--- config.mk ---
export PLATFORM = sky130hd
export DESIGN_NAME = bpe_div_cell
export DESIGN_NICKNAME = d
export VERILOG_FILES = /design/src/bpe_pkg.sv /design/src/bpe_div_cell.sv
export SDC_FILE = /design/constraint.sdc
export NUM_CORES = 1
export LEC_CHECK = 0
export BUFFER_PORTS_ARGS = -buffer_cell sky130_fd_sc_hd__buf_2
export CAP_MARGIN = 20
export CORE_AREA = 2 2 407 409
export DETAILED_ROUTE_END_ITERATION = 6
export DIE_AREA = 0 0 409 411
export PLACE_DENSITY = 0.39
export SLEW_MARGIN = 20
export SYNTH_ARGS = -nofsm -noshare
export SYNTH_HDL_FRONTEND = slang
export SYNTH_SLANG_ARGS = --single-unit
--- constraint.sdc ---
create_clock -name clk -period 0.8 [get_ports clk]
set_input_delay 0.2 -clock clk [delete_from_list [all_inputs] [get_ports clk]]
set_output_delay 0.2 -clock clk [all_outputs]
set_load 0.1 [all_outputs]
--- src/bpe_pkg.sv ---
// Shared widths, pipeline word types and lane indexes for the stereo bin pan estimator.
package bpe_pkg;

    // Square root chain: one result bit per cell, four lanes per cell
    localparam int SQ_LANES  = 4;
    localparam int SQ_RAD_W  = 64;
    localparam int SQ_ROOT_W = 32;
    localparam int SQ_REM_W  = 36;
    localparam int SQ_STEPS  = SQ_ROOT_W;

    localparam int LN_L   = 0;
    localparam int LN_R   = 1;
    localparam int LN_SUM = 2;
    localparam int LN_DIF = 3;

    // Divider chain: one quotient bit per cell, three lanes per cell
    localparam int DV_LANES = 3;
    localparam int DV_NUM_W = 62;
    localparam int DV_DEN_W = 34;
    localparam int DV_REM_W = DV_DEN_W + 1;
    localparam int DV_STEPS = DV_NUM_W;

    localparam int DV_PAN  = 0;
    localparam int DV_PROJ = 1;
    localparam int DV_RAT  = 2;

    // Projection cases
    localparam logic [1:0] K_NEG    = 2'd0;
    localparam logic [1:0] K_MID    = 2'd1;
    localparam logic [1:0] K_HIGH   = 2'd2;
    localparam logic [1:0] K_SILENT = 2'd3;

    typedef struct packed {
        logic [31:0]        pl;
        logic [31:0]        pr;
        logic signed [32:0] ip;
        logic signed [32:0] cr;
        logic               last;
    } sq_side_t;

    typedef struct packed {
        logic [SQ_RAD_W-1:0]  rad;
        logic [SQ_ROOT_W-1:0] root;
        logic [SQ_REM_W-1:0]  rem;
    } sq_lane_t;

    typedef struct packed {
        logic                    vld;
        sq_side_t                side;
        sq_lane_t [SQ_LANES-1:0] lane;
    } sq_word_t;

    typedef struct packed {
        logic [1:0]  kind;
        logic        left_weak;
        logic        rat_neg;
        logic        sum_zero;
        logic [31:0] mw;
        logic [31:0] mdif;
        logic [31:0] pl;
        logic [31:0] pr;
        logic        last;
    } dv_side_t;

    typedef struct packed {
        logic [DV_NUM_W-1:0] num;
        logic [DV_DEN_W-1:0] den;
        logic [DV_REM_W-1:0] rem;
    } dv_lane_t;

    typedef struct packed {
        logic                    vld;
        dv_side_t                side;
        dv_lane_t [DV_LANES-1:0] lane;
    } dv_word_t;

endpackage

--- src/bpe_div_cell.sv ---
// One cell of the divider chain: one quotient bit for each of three lanes.
module bpe_div_cell (
    input  logic              clk,
    input  logic              rst_n,
    input  logic              en,
    input  bpe_pkg::dv_word_t d,
    output bpe_pkg::dv_word_t q
);
    import bpe_pkg::*;

    dv_word_t            q_reg;
    dv_word_t            q_next;
    logic [DV_REM_W-1:0] rem_sh [DV_LANES];
    logic [DV_REM_W-1:0] den_x  [DV_LANES];

    always_comb
    begin
        q_next.vld  = d.vld;
        q_next.side = d.side;
        for (int k = 0; k < DV_LANES; k++)
        begin
            // shift the next dividend bit in; quotient bits enter at the bottom
            rem_sh[k] = {d.lane[k].rem[DV_REM_W-2:0], d.lane[k].num[DV_NUM_W-1]};
            den_x[k]  = DV_REM_W'(d.lane[k].den);
            q_next.lane[k].den = d.lane[k].den;
            if (rem_sh[k] >= den_x[k])
            begin
                q_next.lane[k].rem = rem_sh[k] - den_x[k];
                q_next.lane[k].num = {d.lane[k].num[DV_NUM_W-2:0], 1'b1};
            end
            else
            begin
                q_next.lane[k].rem = rem_sh[k];
                q_next.lane[k].num = {d.lane[k].num[DV_NUM_W-2:0], 1'b0};
            end
        end
    end

    always_ff @(posedge clk or negedge rst_n)
    begin
        if (!rst_n)
            q_reg.vld <= 1'b0;
        else if (en)
            q_reg <= q_next;
    end

    assign q = q_reg;

endmodule

# [Word-level counts from Yosys, hierarchy flattened]
# Index checks and enable logic that the tools add are counted.
[word_totals] wordCells=32 reg_bits=528
[classes] order_cmp=3 reduce_logical=1 n_mux=6 n_addsub=3
[op_table] cell="greater-or-equal comparator 35 x 34 -> 1 bit" n=3
[op_table] cell="2-to-1 mux 35 bit" n=3
[op_table] cell="subtractor 35 x 34 -> 35 bit" n=3
[op_table] cell="2-to-1 mux 1 bit" n=3
[op_table] cell="AND reduction 2 bit" n=1

# [Longest topological paths before layout]
[depth] depth_word=2 mapped_depth=14

# [Least setup slack after synthesis]
# Ideal clock, no wire load.
[synth_timing] path_type="in2reg" start="input en" end="register q_reg, in the netlist q[0], enable pin" arrival_ns=12.026 cell_stages=1 setup_time_ns=0.958 path_buffers=0 setup_slack_ns=-12.183 path_cell_list="and2_1"
[synth_via] elab_chain_len=1
[synth_lines] item="start: declaration" line="bpe_div_cell.sv:5" text="input logic en,"
[synth_lines] item="AND reduction 2 bit (no line)"
[synth_lines] item="end signal: assignment" line="bpe_div_cell.sv:44" text="q_reg <= q_next;"
[synth_lines] item="end: declaration" line="bpe_div_cell.sv:11" text="dv_word_t q_reg;"
# No other way between the ends.
# A chain may end at the register's enable or synchronous reset.

==> impl_metrics.ini <==
[run_status]
outcome = finished with violations
violations = negative setup slack

[timing]
tightest_slew_ps = 684
finalWorstSetupSlack_ps = -1700
maxSlewHeadroom = 0.541
hold_viol = 0
hold_slack_ps = 65.1
slew_violations = 0
final.period_utilization = 3.13
rsz0062_at_grt = true
tns_ps = -514070
fmax_mhz = 400
skew_ps = 0
period_minus_slack_ps = 2500
setup_viol = 636

[logic_synthesis]
synth_enable_flop_cells = 527
synth-seq-cells = 528
synth_cell_types = 72
synthArstFlopShare = 0.00189
yosysSeqAreaShare = 0.698
yosysWarningCount = 0
synth_ff_type = edfxtp_1
syn_nets = 2239
syn_inst = 1603
syn_avg_cell_area_um2 = 14.2
netlist_area_um2 = 22700

[place]
port_buffers = 1055
gp_congestion = 0.845
dp_hpwl_um = 107000

[global_routing]
grt_remaining_overflow = 0
antenna_found_initial = 41
track_usage = 0.148
grt_pass1_wl_um = 175000
grt_pass1_vias = 22804
grt_max_degree = 38

[clocking]
cts_buffer_depth = 3
htreeDepth = 3
cts_buffers = 69
clk_latency_ps = 660
cts.sinks = 528
cts_tree = done
ctsRootBufferMaster = clkbuf_16
clk_pin_slew_ps = 60

[floorplanning]
io-pin-count = 1059
dieArea_um2 = 168000
fp.dieW_um = 409
num_rows = 149
die_h_um = 411
core_area_um2 = 164000
initial_core_util = 0.139

[flow_run]
cap_violations = 0

[power_and_ir_drop]
report.power.total_w = 0.107
p_int_w = 0.0677
p_clk_frac = 0.294
p_switching_w = 0.0393
switching_share = 0.367
seq_power_share = 0.327
peakVddDrop_mv = 1.89
power.density_nw_per_um2 = 2040
power.leakage_nw = 21.6
p_comb_frac = 0.379

[setup_path]
cp.arrival_ps = 2920
worst_setup_path_end_kind = flip-flop
worstSetupPathType = in2reg
critPathRequiredTime_ps = 1220
cp_max_fo = 10
start_kind = primary input

[routing]
wl_per_cell_um = 21.8
remaining_drc_errors = 0
drt_iter0_drc = 1362
via_count = 21573
drt-pass1-iter-count = 6
ant_nets = 0
drt_wl_total_um = 130000
via_per_inst = 3.64

[layout]
multi_input_comb_area_um2 = 8150
area.growth.synth_to_final_pct = 131
final_nets = 4311
regArea_um2 = 15900
fillers = 16330
drive_gt1_frac = 0.526
largest_reg_flops = 528

[worst_hold_path]
hp-class = in2reg
==> power groups by stage <==
stage               combinational (W)  clock [W]  sequential, W
floorplan                     0.00636          0         0.0490
detailed placement             0.0363          0         0.0356
finish                         0.0405     0.0314         0.0350
global placement               0.0363          0         0.0356
CTS                            0.0402     0.0325         0.0350
global route                   0.0421     0.0334         0.0352
==> placed cells by master, fill, tap and decap left out, types with 25 or more instances in the layout <==
cell and n:
a21o_1 50, a21oi_1 76, a21oi_2 68, buf_12 561, buf_2 499, buf_4 390
buf_6 35, clkbuf_16 71, dlygate4sd3_1 527, edfxtp_1 527, ha_1 55, ha_4 44
inv_1 99, mux2_4 25, nand2_1 59, nor2_1 60, o21ai_0 42, o21ai_2 29
xnor2_1 55, xor2_1 30
==> path summary, 6_finish.rpt <==
path	startpoint	endpoint	slack [ps]	cells past startpoint
worst max-delay path	d[261]	q[154]$_DFFE_PP_	-1700	14
worst min register to register	q[527]$_DFFE_PN0P_	q[527]$_DFFE_PN0P_	580	1
max in group asynchronous	rst_n	q[527]$_DFFE_PN0P_	160	4
worst min-delay path	d[291]	q[292]$_DFFE_PP_	70	4
worst max register to register	q[527]$_DFFE_PN0P_	q[527]$_DFFE_PN0P_	20	1
min in group asynchronous	rst_n	q[527]$_DFFE_PN0P_	540	4
==> critical path, cell delays in order <==
cell,delay (ps)
buf_8,90
inv_12,30
ha_4,370
nand3_4,100
nor4_4,630
and3_1,250
a311oi_1,80
o21ai_1,150
buf_4,160
a21oi_2,40
a21oi_4,160
buf_6,150
buf_6,160
mux2_4,310
==> metrics by stage <==
stage / area (um^2) / setup WS, ps / util / instances
after floorplan: 23900 / -3490 / - / 1603
after global placement: 42800 / -2810 / 0.261 / 5220
after detailed placement: 42800 / -2860 / 0.261 / 5220
after CTS: 51800 / -1600 / 0.316 / 5904
after global routing: 52400 / -1700 / 0.320 / 5923
final: 52400 / -1700 / 0.320 / 5931
==> Yosys cell counts, drive strengths merged (3+ instances only) <==
master    n  area, um^2
a211oi    9        67.6
nor2     91         349
a31oi     9        56.3
mux2     27         315
o21ai    94         474
a21boi    4        30.0
a21oi   149         753
fa        3        60.1
o21a      8        60.1
nand4    18         113
or2       4        25.0
o211ai    3        22.5
nor2b     7        43.8
or3       7        43.8
xnor2    57         499
buf      13        77.6
a41oi     3        26.3
nand2b   13        81.3
o21bai   14         105
a21o     51         383
a221oi    3        32.5
inv     137         514
nand3    28         140
nor4      4        37.5
and3      6        37.5
o31ai     5        37.5
or4       3        22.5
ha      102        1280
nand2    95         359
and4      6        52.6
clkbuf   22        82.6
xor2     31         272
and2      4        25.0
edfxtp  527       15800
nor3     13        70.1
==> repair_timing <==
action / in CTS / in global routing
buffers inserted: 35 / 12
hold endpoints to repair: 524 / 2
pin swaps: 90 / 48
resized for setup: 250 / 123
gates cloned: 8 / 1
hold buffers: 524 / 3
setup endpoints to repair: 636 / 637
==> cell type report <==
cell class	instances	area share
Timing Repair Buffer	2036	0.434
Sequential cell	528	0.302
Multi-Input combinational cell	903	0.155
Tap cell	2189	0.0522
Clock buffer	85	0.0349
Inverter	137	0.0122
Clock inverter	37	0.00814
Antenna cell	16	0.000763
==> routing by layer <==
| metal | up-vias | track usage | wire length (um) |
|---|---|---|---|
| li1 | 10164 | - | - |
| met5 | - | 0.00311 | 234 |
| met2 | 802 | 0.233 | 59200 |
| met3 | 187 | 0.0546 | 11600 |
| met1 | 10394 | 0.188 | 54900 |
| met4 | 26 | 0.0458 | 3460 |
==> kinds of logic after synthesis <==
| kind of cell | synth area share |
|---|---|
| flops | 0.698 |
| compound gates | 0.101 |
| simple gates | 0.0644 |
| buf+inv | 0.0297 |
| fa+ha+maj | 0.0588 |
| xor+xnor | 0.0339 |
| mux | 0.0148 |
No activity file was read; power rests on OpenSTA's default activity.
