--- src/bpe_pkg.sv ---
// Shared widths, pipeline word types and lane indexes for the stereo bin pan estimator.
package bpe_pkg;

    // Square root chain: one result bit per cell, four lanes per cell
    localparam int SQ_LANES  = 4;
    localparam int SQ_RAD_W  = 64;
    localparam int SQ_ROOT_W = 32;
    localparam int SQ_REM_W  = 36;
    localparam int SQ_STEPS  = SQ_ROOT_W;

    localparam int LN_L   = 0;
    localparam int LN_R   = 1;
    localparam int LN_SUM = 2;
    localparam int LN_DIF = 3;

    // Divider chain: one quotient bit per cell, three lanes per cell
    localparam int DV_LANES = 3;
    localparam int DV_NUM_W = 62;
    localparam int DV_DEN_W = 34;
    localparam int DV_REM_W = DV_DEN_W + 1;
    localparam int DV_STEPS = DV_NUM_W;

    localparam int DV_PAN  = 0;
    localparam int DV_PROJ = 1;
    localparam int DV_RAT  = 2;

    // Projection cases
    localparam logic [1:0] K_NEG    = 2'd0;
    localparam logic [1:0] K_MID    = 2'd1;
    localparam logic [1:0] K_HIGH   = 2'd2;
    localparam logic [1:0] K_SILENT = 2'd3;

    typedef struct packed {
        logic [31:0]        pl;
        logic [31:0]        pr;
        logic signed [32:0] ip;
        logic signed [32:0] cr;
        logic               last;
    } sq_side_t;

    typedef struct packed {
        logic [SQ_RAD_W-1:0]  rad;
        logic [SQ_ROOT_W-1:0] root;
        logic [SQ_REM_W-1:0]  rem;
    } sq_lane_t;

    typedef struct packed {
        logic                    vld;
        sq_side_t                side;
        sq_lane_t [SQ_LANES-1:0] lane;
    } sq_word_t;

    typedef struct packed {
        logic [1:0]  kind;
        logic        left_weak;
        logic        rat_neg;
        logic        sum_zero;
        logic [31:0] mw;
        logic [31:0] mdif;
        logic [31:0] pl;
        logic [31:0] pr;
        logic        last;
    } dv_side_t;

    typedef struct packed {
        logic [DV_NUM_W-1:0] num;
        logic [DV_DEN_W-1:0] den;
        logic [DV_REM_W-1:0] rem;
    } dv_lane_t;

    typedef struct packed {
        logic                    vld;
        dv_side_t                side;
        dv_lane_t [DV_LANES-1:0] lane;
    } dv_word_t;

endpackage

--- src/bpe_sqrt_cell.sv ---
// One cell of the square root chain: one root bit for each of four lanes.
module bpe_sqrt_cell (
    input  logic              clk,
    input  logic              rst_n,
    input  logic              en,
    input  bpe_pkg::sq_word_t d,
    output bpe_pkg::sq_word_t q
);
    import bpe_pkg::*;

    sq_word_t            q_reg;
    sq_word_t            q_next;
    logic [SQ_REM_W-1:0] rem_sh [SQ_LANES];
    logic [SQ_REM_W-1:0] trial  [SQ_LANES];

    always_comb
    begin
        q_next.vld  = d.vld;
        q_next.side = d.side;
        for (int k = 0; k < SQ_LANES; k++)
        begin
            // bring down the next two radicand bits
            rem_sh[k] = {d.lane[k].rem[SQ_REM_W-3:0], d.lane[k].rad[SQ_RAD_W-1 -: 2]};
            trial[k]  = SQ_REM_W'({d.lane[k].root, 2'b01});
            q_next.lane[k].rad = {d.lane[k].rad[SQ_RAD_W-3:0], 2'b00};
            if (rem_sh[k] >= trial[k])
            begin
                q_next.lane[k].rem  = rem_sh[k] - trial[k];
                q_next.lane[k].root = {d.lane[k].root[SQ_ROOT_W-2:0], 1'b1};
            end
            else
            begin
                q_next.lane[k].rem  = rem_sh[k];
                q_next.lane[k].root = {d.lane[k].root[SQ_ROOT_W-2:0], 1'b0};
            end
        end
    end

    always_ff @(posedge clk or negedge rst_n)
    begin
        if (!rst_n)
            q_reg.vld <= 1'b0;
        else if (en)
            q_reg <= q_next;
    end

    assign q = q_reg;

endmodule

--- config.mk ---
export PLATFORM = sky130hd
export DESIGN_NAME = bpe_sqrt_cell
export DESIGN_NICKNAME = d
export VERILOG_FILES = /design/src/bpe_pkg.sv /design/src/bpe_sqrt_cell.sv
export SDC_FILE = /design/constraint.sdc
export NUM_CORES = 1
export LEC_CHECK = 0
export BUFFER_PORTS_ARGS = -buffer_cell sky130_fd_sc_hd__clkbuf_2
export CORE_AREA = 4 4 508 510
export CTS_BUF_LIST = sky130_fd_sc_hd__clkbuf_4 sky130_fd_sc_hd__clkbuf_8
export DETAILED_ROUTE_END_ITERATION = 12
export DIE_AREA = 0 0 512 514
export MAX_ROUTING_LAYER = met4
export SLEW_MARGIN = 20
export SYNTH_ARGS = -nofsm -noshare
export SYNTH_HDL_FRONTEND = slang
export SYNTH_SLANG_ARGS = --single-unit
--- constraint.sdc ---
create_clock -name clk -period 0.8 [get_ports clk]
set_input_delay 0.08 -clock clk [delete_from_list [all_inputs] [get_ports clk]]
set_output_delay 0.08 -clock clk [all_outputs]
set_load 0.1 [all_outputs]
# Word level (Yosys, flattened, before mapping)
# Cells that the tools add are included.
[classes] add_sub_neg=4 order_cmp=4 n_mux=4 n_reduce_logical=1
[ops] operator="2-to-1 mux 37 bit" count=4
[ops] operator=">= comparator 36 x 34 -> 1 bit" count=4
[ops] operator="subtractor 36 x 34 -> 36 bit" count=4
[ops] operator="AND reduction 2 bit" count=1
[totals] reg_bits=652 input_bits=663 out_inout_bits=660 elab_cells=31

# Longest topological paths before layout
# Gate-level depths: netlist of run 1.
[depth] depth_word=2 depth_mapped=14 mapped_depth_nobuf=12

# Least setup slack after synthesis of run 1
# Ideal clock, no wire load.
[synth_path] kind="input-to-reg" from="input en" to="register q_reg, in the netlist q[0], enable pin" setup_ps=1100 arrival_time_ps=14669 required_ps=-300 slack_ps=-14969 stages=1 path_buffers=0 path_cell_list="and2_1"
[synth_between] elab_chain_len=1
[synth_lines] element="start, declared" line_no="bpe_sqrt_cell.sv:5" text="input logic en,"
[synth_lines] element="AND reduction 2 bit (no line)"
[synth_lines] element="end signal, assigned" line_no="bpe_sqrt_cell.sv:44" text="q_reg <= q_next;"
[synth_lines] element="end, declared" line_no="bpe_sqrt_cell.sv:11" text="sq_word_t q_reg;"
# Every way passes these cells.
# A chain may end at the register's enable or synchronous reset.

==> impl_metrics.json, run 1 <==
{
  "status": "complete, but fails checks",
  "violations": "negative hold slack, negative setup slack",
  "globalRouteOverflowTotal": 0,
  "instances_no_fill": 8744,
  "setup_viol": 1468,
  "numCtsBuffers": 147,
  "placed_cell_area_sq_mm": 0.05508,
  "r2r-end": "q[659]",
  "synthArstFlopShare_pct": 0.1534,
  "cts_sinks": 652,
  "hold-path-cell-count": 1,
  "io_pins": 1323,
  "vias": 31900,
  "seq_area_frac_synth_pct": 68.51,
  "cp_data_required_time_ns": 1.41,
  "core-area_sq_mm": 0.2535,
  "nNetsFinal": 6049,
  "slew_headroom_pct": 62.80,
  "grt_usage_pct": 19.41,
  "fin_worst_skew_ns": 0,
  "wl_per_cell_microns": 29.70,
  "holdPathEnd": "q[189]",
  "routed_wirelength_microns": 259700,
  "max_freq_ghz": 0.4554,
  "yosysWarnings": 0,
  "drv_cap": 0,
  "min_from": "d[188]",
  "row_count": 185,
  "syn_area_per_cell_sq_um": 13.81,
  "drt-initial-drc-count": 2015,
  "io_buffers": 1306,
  "setup_ws_ns": -1.396,
  "cts-htree-levels": 4,
  "synth.distinct_cells": 71,
  "cts-root-buf": "clkbuf_8",
  "start_kind": "primary input",
  "fill_cells": 25760,
  "start_util_pct": 11.27,
  "hold_path.class": "primary input to register",
  "ant_nets": 0,
  "hold_viol": 56,
  "cts.path.max_buffers": 4,
  "layout_min_cycle_time_ns": 2.196,
  "fp.dieArea_sq_mm": 0.2632,
  "netlist_area_sq_mm": 0.02857,
  "yosys-top-cells-count": "edfxtp_1 (651), a21oi_1 (200), inv_1 (162)",
  "place_congestion": 0.9514,
  "synth_top_cell_by_area": "edfxtp_1",
  "synthToLayoutAreaGrowth_pct": 150.7,
  "vias_per_cell": 3.648,
  "reg2reg_slack_ns": 0.01,
  "synth_area_leaders": "edfxtp_1 (68%), ha_1 (6.0%), a21oi_1 (3.5%), xnor2_1 (2.4%), inv_1 (2.1%)",
  "crit_arrival_ns": 2.80,
  "setup.worst_path.class": "primary input to register",
  "vdd_drop_max_uv": 1300,
  "synth.ff_latch_count": 652,
  "leakage_nw": 29.74,
  "grt_pass1_wl_microns": 328400,
  "firstDrtPassIters": 5,
  "power_density_mw_per_mm2": 1948,
  "fin_crit_sh_pct": 274.5,
  "netlist_instances": 2068,
  "r2r_cells": 1,
  "finalMaxSlewViolations": 0,
  "drc": 0,
  "reg2reg_from": "q[659]",
  "die_y_microns": 514,
  "grt_pass1_vias": 33540,
  "synth_edf_count": 651,
  "grt_antenna_before_repair": 130,
  "postLayoutCellArea_sq_mm": 0.07161,
  "dpl.hpwl_microns": 216600,
  "largest_reg_flops": 652,
  "insertion_delay_ns": 0.81,
  "whs_ns": -0.6001,
  "synth-main-ff-cell": "edfxtp_1",
  "cts_tree": "built",
  "cp_max_fo": 4,
  "netlist.area_leader.share_pct": 68.43,
  "seqCellArea_sq_mm": 0.01957,
  "drive_gt1_share_pct": 50.05,
  "place_inst": 7362,
  "dieWidth_microns": 512,
  "grt_max_degree": 41,
  "cp-end-kind": "register",
  "worstMarginPinSlew_ns": 0.5529,
  "synth_most_common_cell": "edfxtp_1",
  "multiInputGateArea_sq_mm": 0.01056,
  "rsz0062_at_grt": "yes",
  "clkTransAtPathRegs_ns": 0.06
}
per-stage QoR:
stage                     setup slack (ns)  setup TNS, ns  power [W]  utilization (%)  hold slack, ns
after floorplan                     -4.225       -3114.68    0.06850                -         -0.2156
after global placement              -2.270        -601.32    0.09264            21.73         -0.1305
after detailed placement            -2.316        -603.74    0.09261            21.73         -0.1282
after CTS                           -1.260        -793.53     0.1401            27.57         -0.7550
after global routing                -1.350        -804.52     0.1450            28.25         -0.6953
final                               -1.396        -761.38     0.1395            28.25         -0.6001
critical path, cell delays in order:
cell and delay [ns]:
buf_8 0.10, inv_4 0.05, ha_4 0.19, nor2b_4 0.12
o31a_1 0.27, o311a_1 0.37, or4_4 0.47, a311oi_4 0.31
o21bai_2 0.15, a21oi_4 0.19, buf_6 0.18, mux2_4 0.30
per-layer routing:
| metal | global-route usage, % | vias to the layer above | part of all wire, % |
|---|---|---|---|
| li1 | - | 14120 | - |
| met3 | 9.210 | 453 | 11 |
| met5 | - | - | 0 |
| met1 | 21.02 | 15720 | 38 |
| met2 | 31.69 | 1603 | 47 |
| met4 | 5.524 | 0 | 3.6 |
cells by family after synthesis:
logic type / count (synthesis) / share of synthesized area, %
buffers and inverters: 222 / 3.131
adder cells (fa/ha/maj): 136 / 5.956
flip-flops: 652 / 68.51
AND/OR/NAND/NOR: 401 / 6.460
XOR/XNOR: 131 / 4.016
other: 1 / 0.01313
multiplexers: 29 / 1.143
AO/OA/AOI/OAI: 496 / 10.77
power breakdown:
part | internal [W] | switching, W | total (W)
logic | 0.0223 | 0.0329 | 0.0552
registers | 0.0411 | 0.00304 | 0.0441
clock network | 0.0223 | 0.0179 | 0.0402
worst max path at each step:
stage                 from  endpoint  slack, ns
global placement    d[432]    q[420]      -2.27
finish              d[432]    q[420]      -1.40
floorplan            rst_n      q[0]      -4.22
CTS                 d[432]    q[400]      -1.26
detailed placement  d[432]    q[420]      -2.32
global route        d[432]    q[420]      -1.35
repair_timing:
action | CTS | global route
cloned | 12 | 1
hold buffers | 994 | 49
buffers inserted | 51 | 33
resized for setup | 297 | 318
pin swaps | 81 | 105
setup endpoints to repair | 800 | 1407
hold endpoints to repair | 1130 | 115
cell type report:
type                    count  area share [%]
diodes                     27         0.09435
clock buffers             179           3.169
clock inverters            71          0.8858
inverters                 163          0.9732
multi-input cells        1201           14.74
flip-flops and latches    652           27.33
well taps                3366           5.881
repair buffers           3085           46.92
cell usage in the layout, fill, tap and decap left out, types with 11 or more instances in the layout:
master / count
buf_4: 646
ha_4: 48
clkbuf_4: 37
nand2b_1: 15
inv_1: 136
mux2_4: 28
edfxtp_1: 651
nand4_1: 30
clkinv_2: 20
a21oi_2: 72
o21bai_1: 18
xnor2_1: 68
nor3_1: 11
buf_6: 54
clkbuf_8: 156
o21a_1: 15
inv_2: 11
ha_1: 83
nand3_1: 21
buf_12: 702
nor2b_1: 12
clkinv_1: 29
clkbuf_2: 610
buf_8: 23
dlygate4sd3_1: 1022
o21ai_1: 26
a21oi_4: 17
o21ai_0: 46
nor2_1: 63
nor2_4: 63
a31oi_1: 12
diode_2: 27
bufinv_16: 11
nand2_1: 111
xor2_1: 51
a21oi_1: 112
o21ai_2: 23
a21o_1: 53
Note: power is estimated with default switching activity, not from simulation.
==> run 2: changes to the inputs <==
==> constraint.sdc (replaced) <==
create_clock -name clk -period 0.8 [get_ports clk]
set_input_delay 0.08 -clock clk [delete_from_list [all_inputs] [get_ports clk]]
set_output_delay 0.08 -clock clk [all_outputs]
set_load 0.02 [all_outputs]
==> run 2 against run 1 <==
Compared with the run above: the flow still finishes with violations (negative hold slack, negative setup slack); die area unchanged; sequential share of layout area up 2.0 points; clock-buffer cell count down 17; flip-flop and latch count unchanged; combinational power down 36%; power down 14%.
==> impl_metrics.json, run 2 (same netlist as run 1, synthesis figures left out) <==
{
  "drt-initial-drc-count": 2119,
  "place_inst": 7371,
  "nNetsFinal": 6105,
  "grt_pass1_wl_microns": 322500,
  "globalRouteOverflowTotal": 0,
  "finalMaxSlewViolations": 0,
  "vdd_drop_max_uv": 1453,
  "vias_per_cell": 3.637,
  "cp-end-kind": "register",
  "fin_worst_skew_ns": 0,
  "drv_cap": 0,
  "r2r_cells": 1,
  "setup_ws_ns": -1.388,
  "grt_usage_pct": 19.11,
  "cp_max_fo": 3,
  "finish.utilization_pct": 26.33,
  "hold_viol": 55,
  "wl_per_cell_microns": 29.26,
  "hold_path.class": "primary input to register",
  "insertion_delay_ns": 0.82,
  "r2r-end": "q[659]",
  "vias": 32020,
  "hold-path-cell-count": 1,
  "cts_sinks": 652,
  "die_y_microns": 514,
  "grt_max_degree": 57,
  "instances_no_fill": 8805,
  "fp.dieArea_sq_mm": 0.2632,
  "layout_min_cycle_time_ns": 2.188,
  "layout_common_cells": "dlygate4sd3_1 (1077), clkbuf_2 (760), edfxtp_1 (651)",
  "leakage_nw": 28.00,
  "synthToLayoutAreaGrowth_pct": 133.6,
  "min_from": "d[42]",
  "grt_antenna_before_repair": 127,
  "worst_path_max_delay_cell": "or4_4",
  "power_density_mw_per_mm2": 1801,
  "io_buffers": 1306,
  "holdPathEnd": "q[43]",
  "slew_headroom_pct": 55.92,
  "clkTransAtPathRegs_ns": 0.06,
  "seqCellArea_sq_mm": 0.01957,
  "reg2reg_slack_ns": 0.01,
  "reg2reg_from": "q[659]",
  "final_common_cell": "dlygate4sd3_1",
  "setup_viol": 1493,
  "multiInputGateArea_sq_mm": 0.01054,
  "row_count": 185,
  "start_kind": "primary input",
  "cts_tree": "built",
  "worstMarginPinSlew_ns": 0.6543,
  "numCtsBuffers": 137,
  "drc": 0,
  "path_buf_inv": 3,
  "cts-root-buf": "clkbuf_8",
  "cts-htree-levels": 4,
  "whs_ns": -0.5933,
  "crit_arrival_ns": 2.79,
  "max_freq_ghz": 0.4571,
  "setup.worst_path.class": "primary input to register",
  "ant_nets": 0,
  "crit_family": "compound AO/OA/AOI/OAI gates",
  "largest_reg_flops": 652,
  "dpl.hpwl_microns": 215500,
  "fill_cells": 26440,
  "start_util_pct": 11.27,
  "max_stage_delay_ns": 0.46,
  "dieWidth_microns": 512,
  "cp_data_required_time_ns": 1.41,
  "drive_gt1_share_pct": 49.76,
  "status": "complete, but fails checks",
  "firstDrtPassIters": 6,
  "crit_chain": "buf_8 -> inv_4 -> ha_4 -> nor2b_4 -> o31a_1 -> o311a_1 -> or4_4 -> a311oi_4 -> buf_4 -> nor3_2 -> or2_4 -> xnor2_2 -> mux2_4",
  "core-area_sq_mm": 0.2535,
  "place_congestion": 0.9926,
  "cts.path.max_buffers": 3,
  "io_pins": 1323,
  "fin_crit_sh_pct": 273.5,
  "routed_wirelength_microns": 257600,
  "grt_pass1_vias": 33280,
  "violations": "negative hold slack, negative setup slack",
  "rsz0062_at_grt": "yes"
}
## run 2: cell types whose count changed in the layout (fill, tap and decap cells not counted), sizes merged
| cell | previous run | this run |
|---|---|---|
| dlygate4sd3 | 1022 | 1077 |
| diode | 27 | 23 |
| clkinv | 53 | 56 |
| buf | 1435 | 1276 |
| bufinv | 11 | 15 |
| clkinvlp | 7 | 4 |
| clkbuf | 807 | 960 |
| inv | 163 | 175 |
## run 2: metrics by stage
stage / instance area (sq um) / power, W / worst slack [ns] / setup TNS (ns)
after floorplan: 29440 / 0.05331 / -4.225 / -2994.28
after global placement: 46800 / 0.06961 / -2.231 / -616.08
after detailed placement: 46800 / 0.06952 / -2.225 / -622.80
after CTS: 62470 / 0.1186 / -1.198 / -769.11
after global routing: 66710 / 0.1257 / -1.338 / -786.68
final: 66730 / 0.1202 / -1.388 / -743.98
## run 2: final cells by class
type                       instances  area share (%)
clock inverter                    87           1.425
sequential                       652           29.33
inverter                         163           1.026
timing repair buffer            3151           42.92
antenna                           23         0.08625
multi-input combinational       1201           15.79
tap                             3366           6.311
clock buffer                     162           3.116
## run 2: timing repair
action	4_1_cts	5_1_grt
setup endpoints to repair	800	1336
hold endpoints to repair	913	121
gates resized for setup	407	1628
buffers inserted	39	50
cloned	9	4
pin swaps	92	104
hold buffers	1041	49
## run 2: worst max-delay path by stage
stage,to,cells past startpoint,slack (ns),startpoint
after floorplan,q[0],1,-4.22,rst_n
after global placement,q[431],14,-2.23,d[432]
after detailed placement,q[400],12,-2.22,d[432]
after CTS,q[420],13,-1.20,d[432]
after global routing,q[28],17,-1.34,d[26]
final,q[420],13,-1.39,d[432]
## run 2: per-layer routing
layer	routed length, microns	GRT usage, %	part of all wire [%]	up-vias
li1	-	-	-	14270
met1	101400	21.34	39	15750
met2	121000	31.26	47	1541
met3	26040	8.057	10	454
met4	9247	5.267	3.6	0
met5	0	-	0	-
## run 2: report_power, final
group	internal, W	switching (W)
clock network	0.0227	0.0187
registers	0.0410	0.00231
logic	0.0179	0.0175
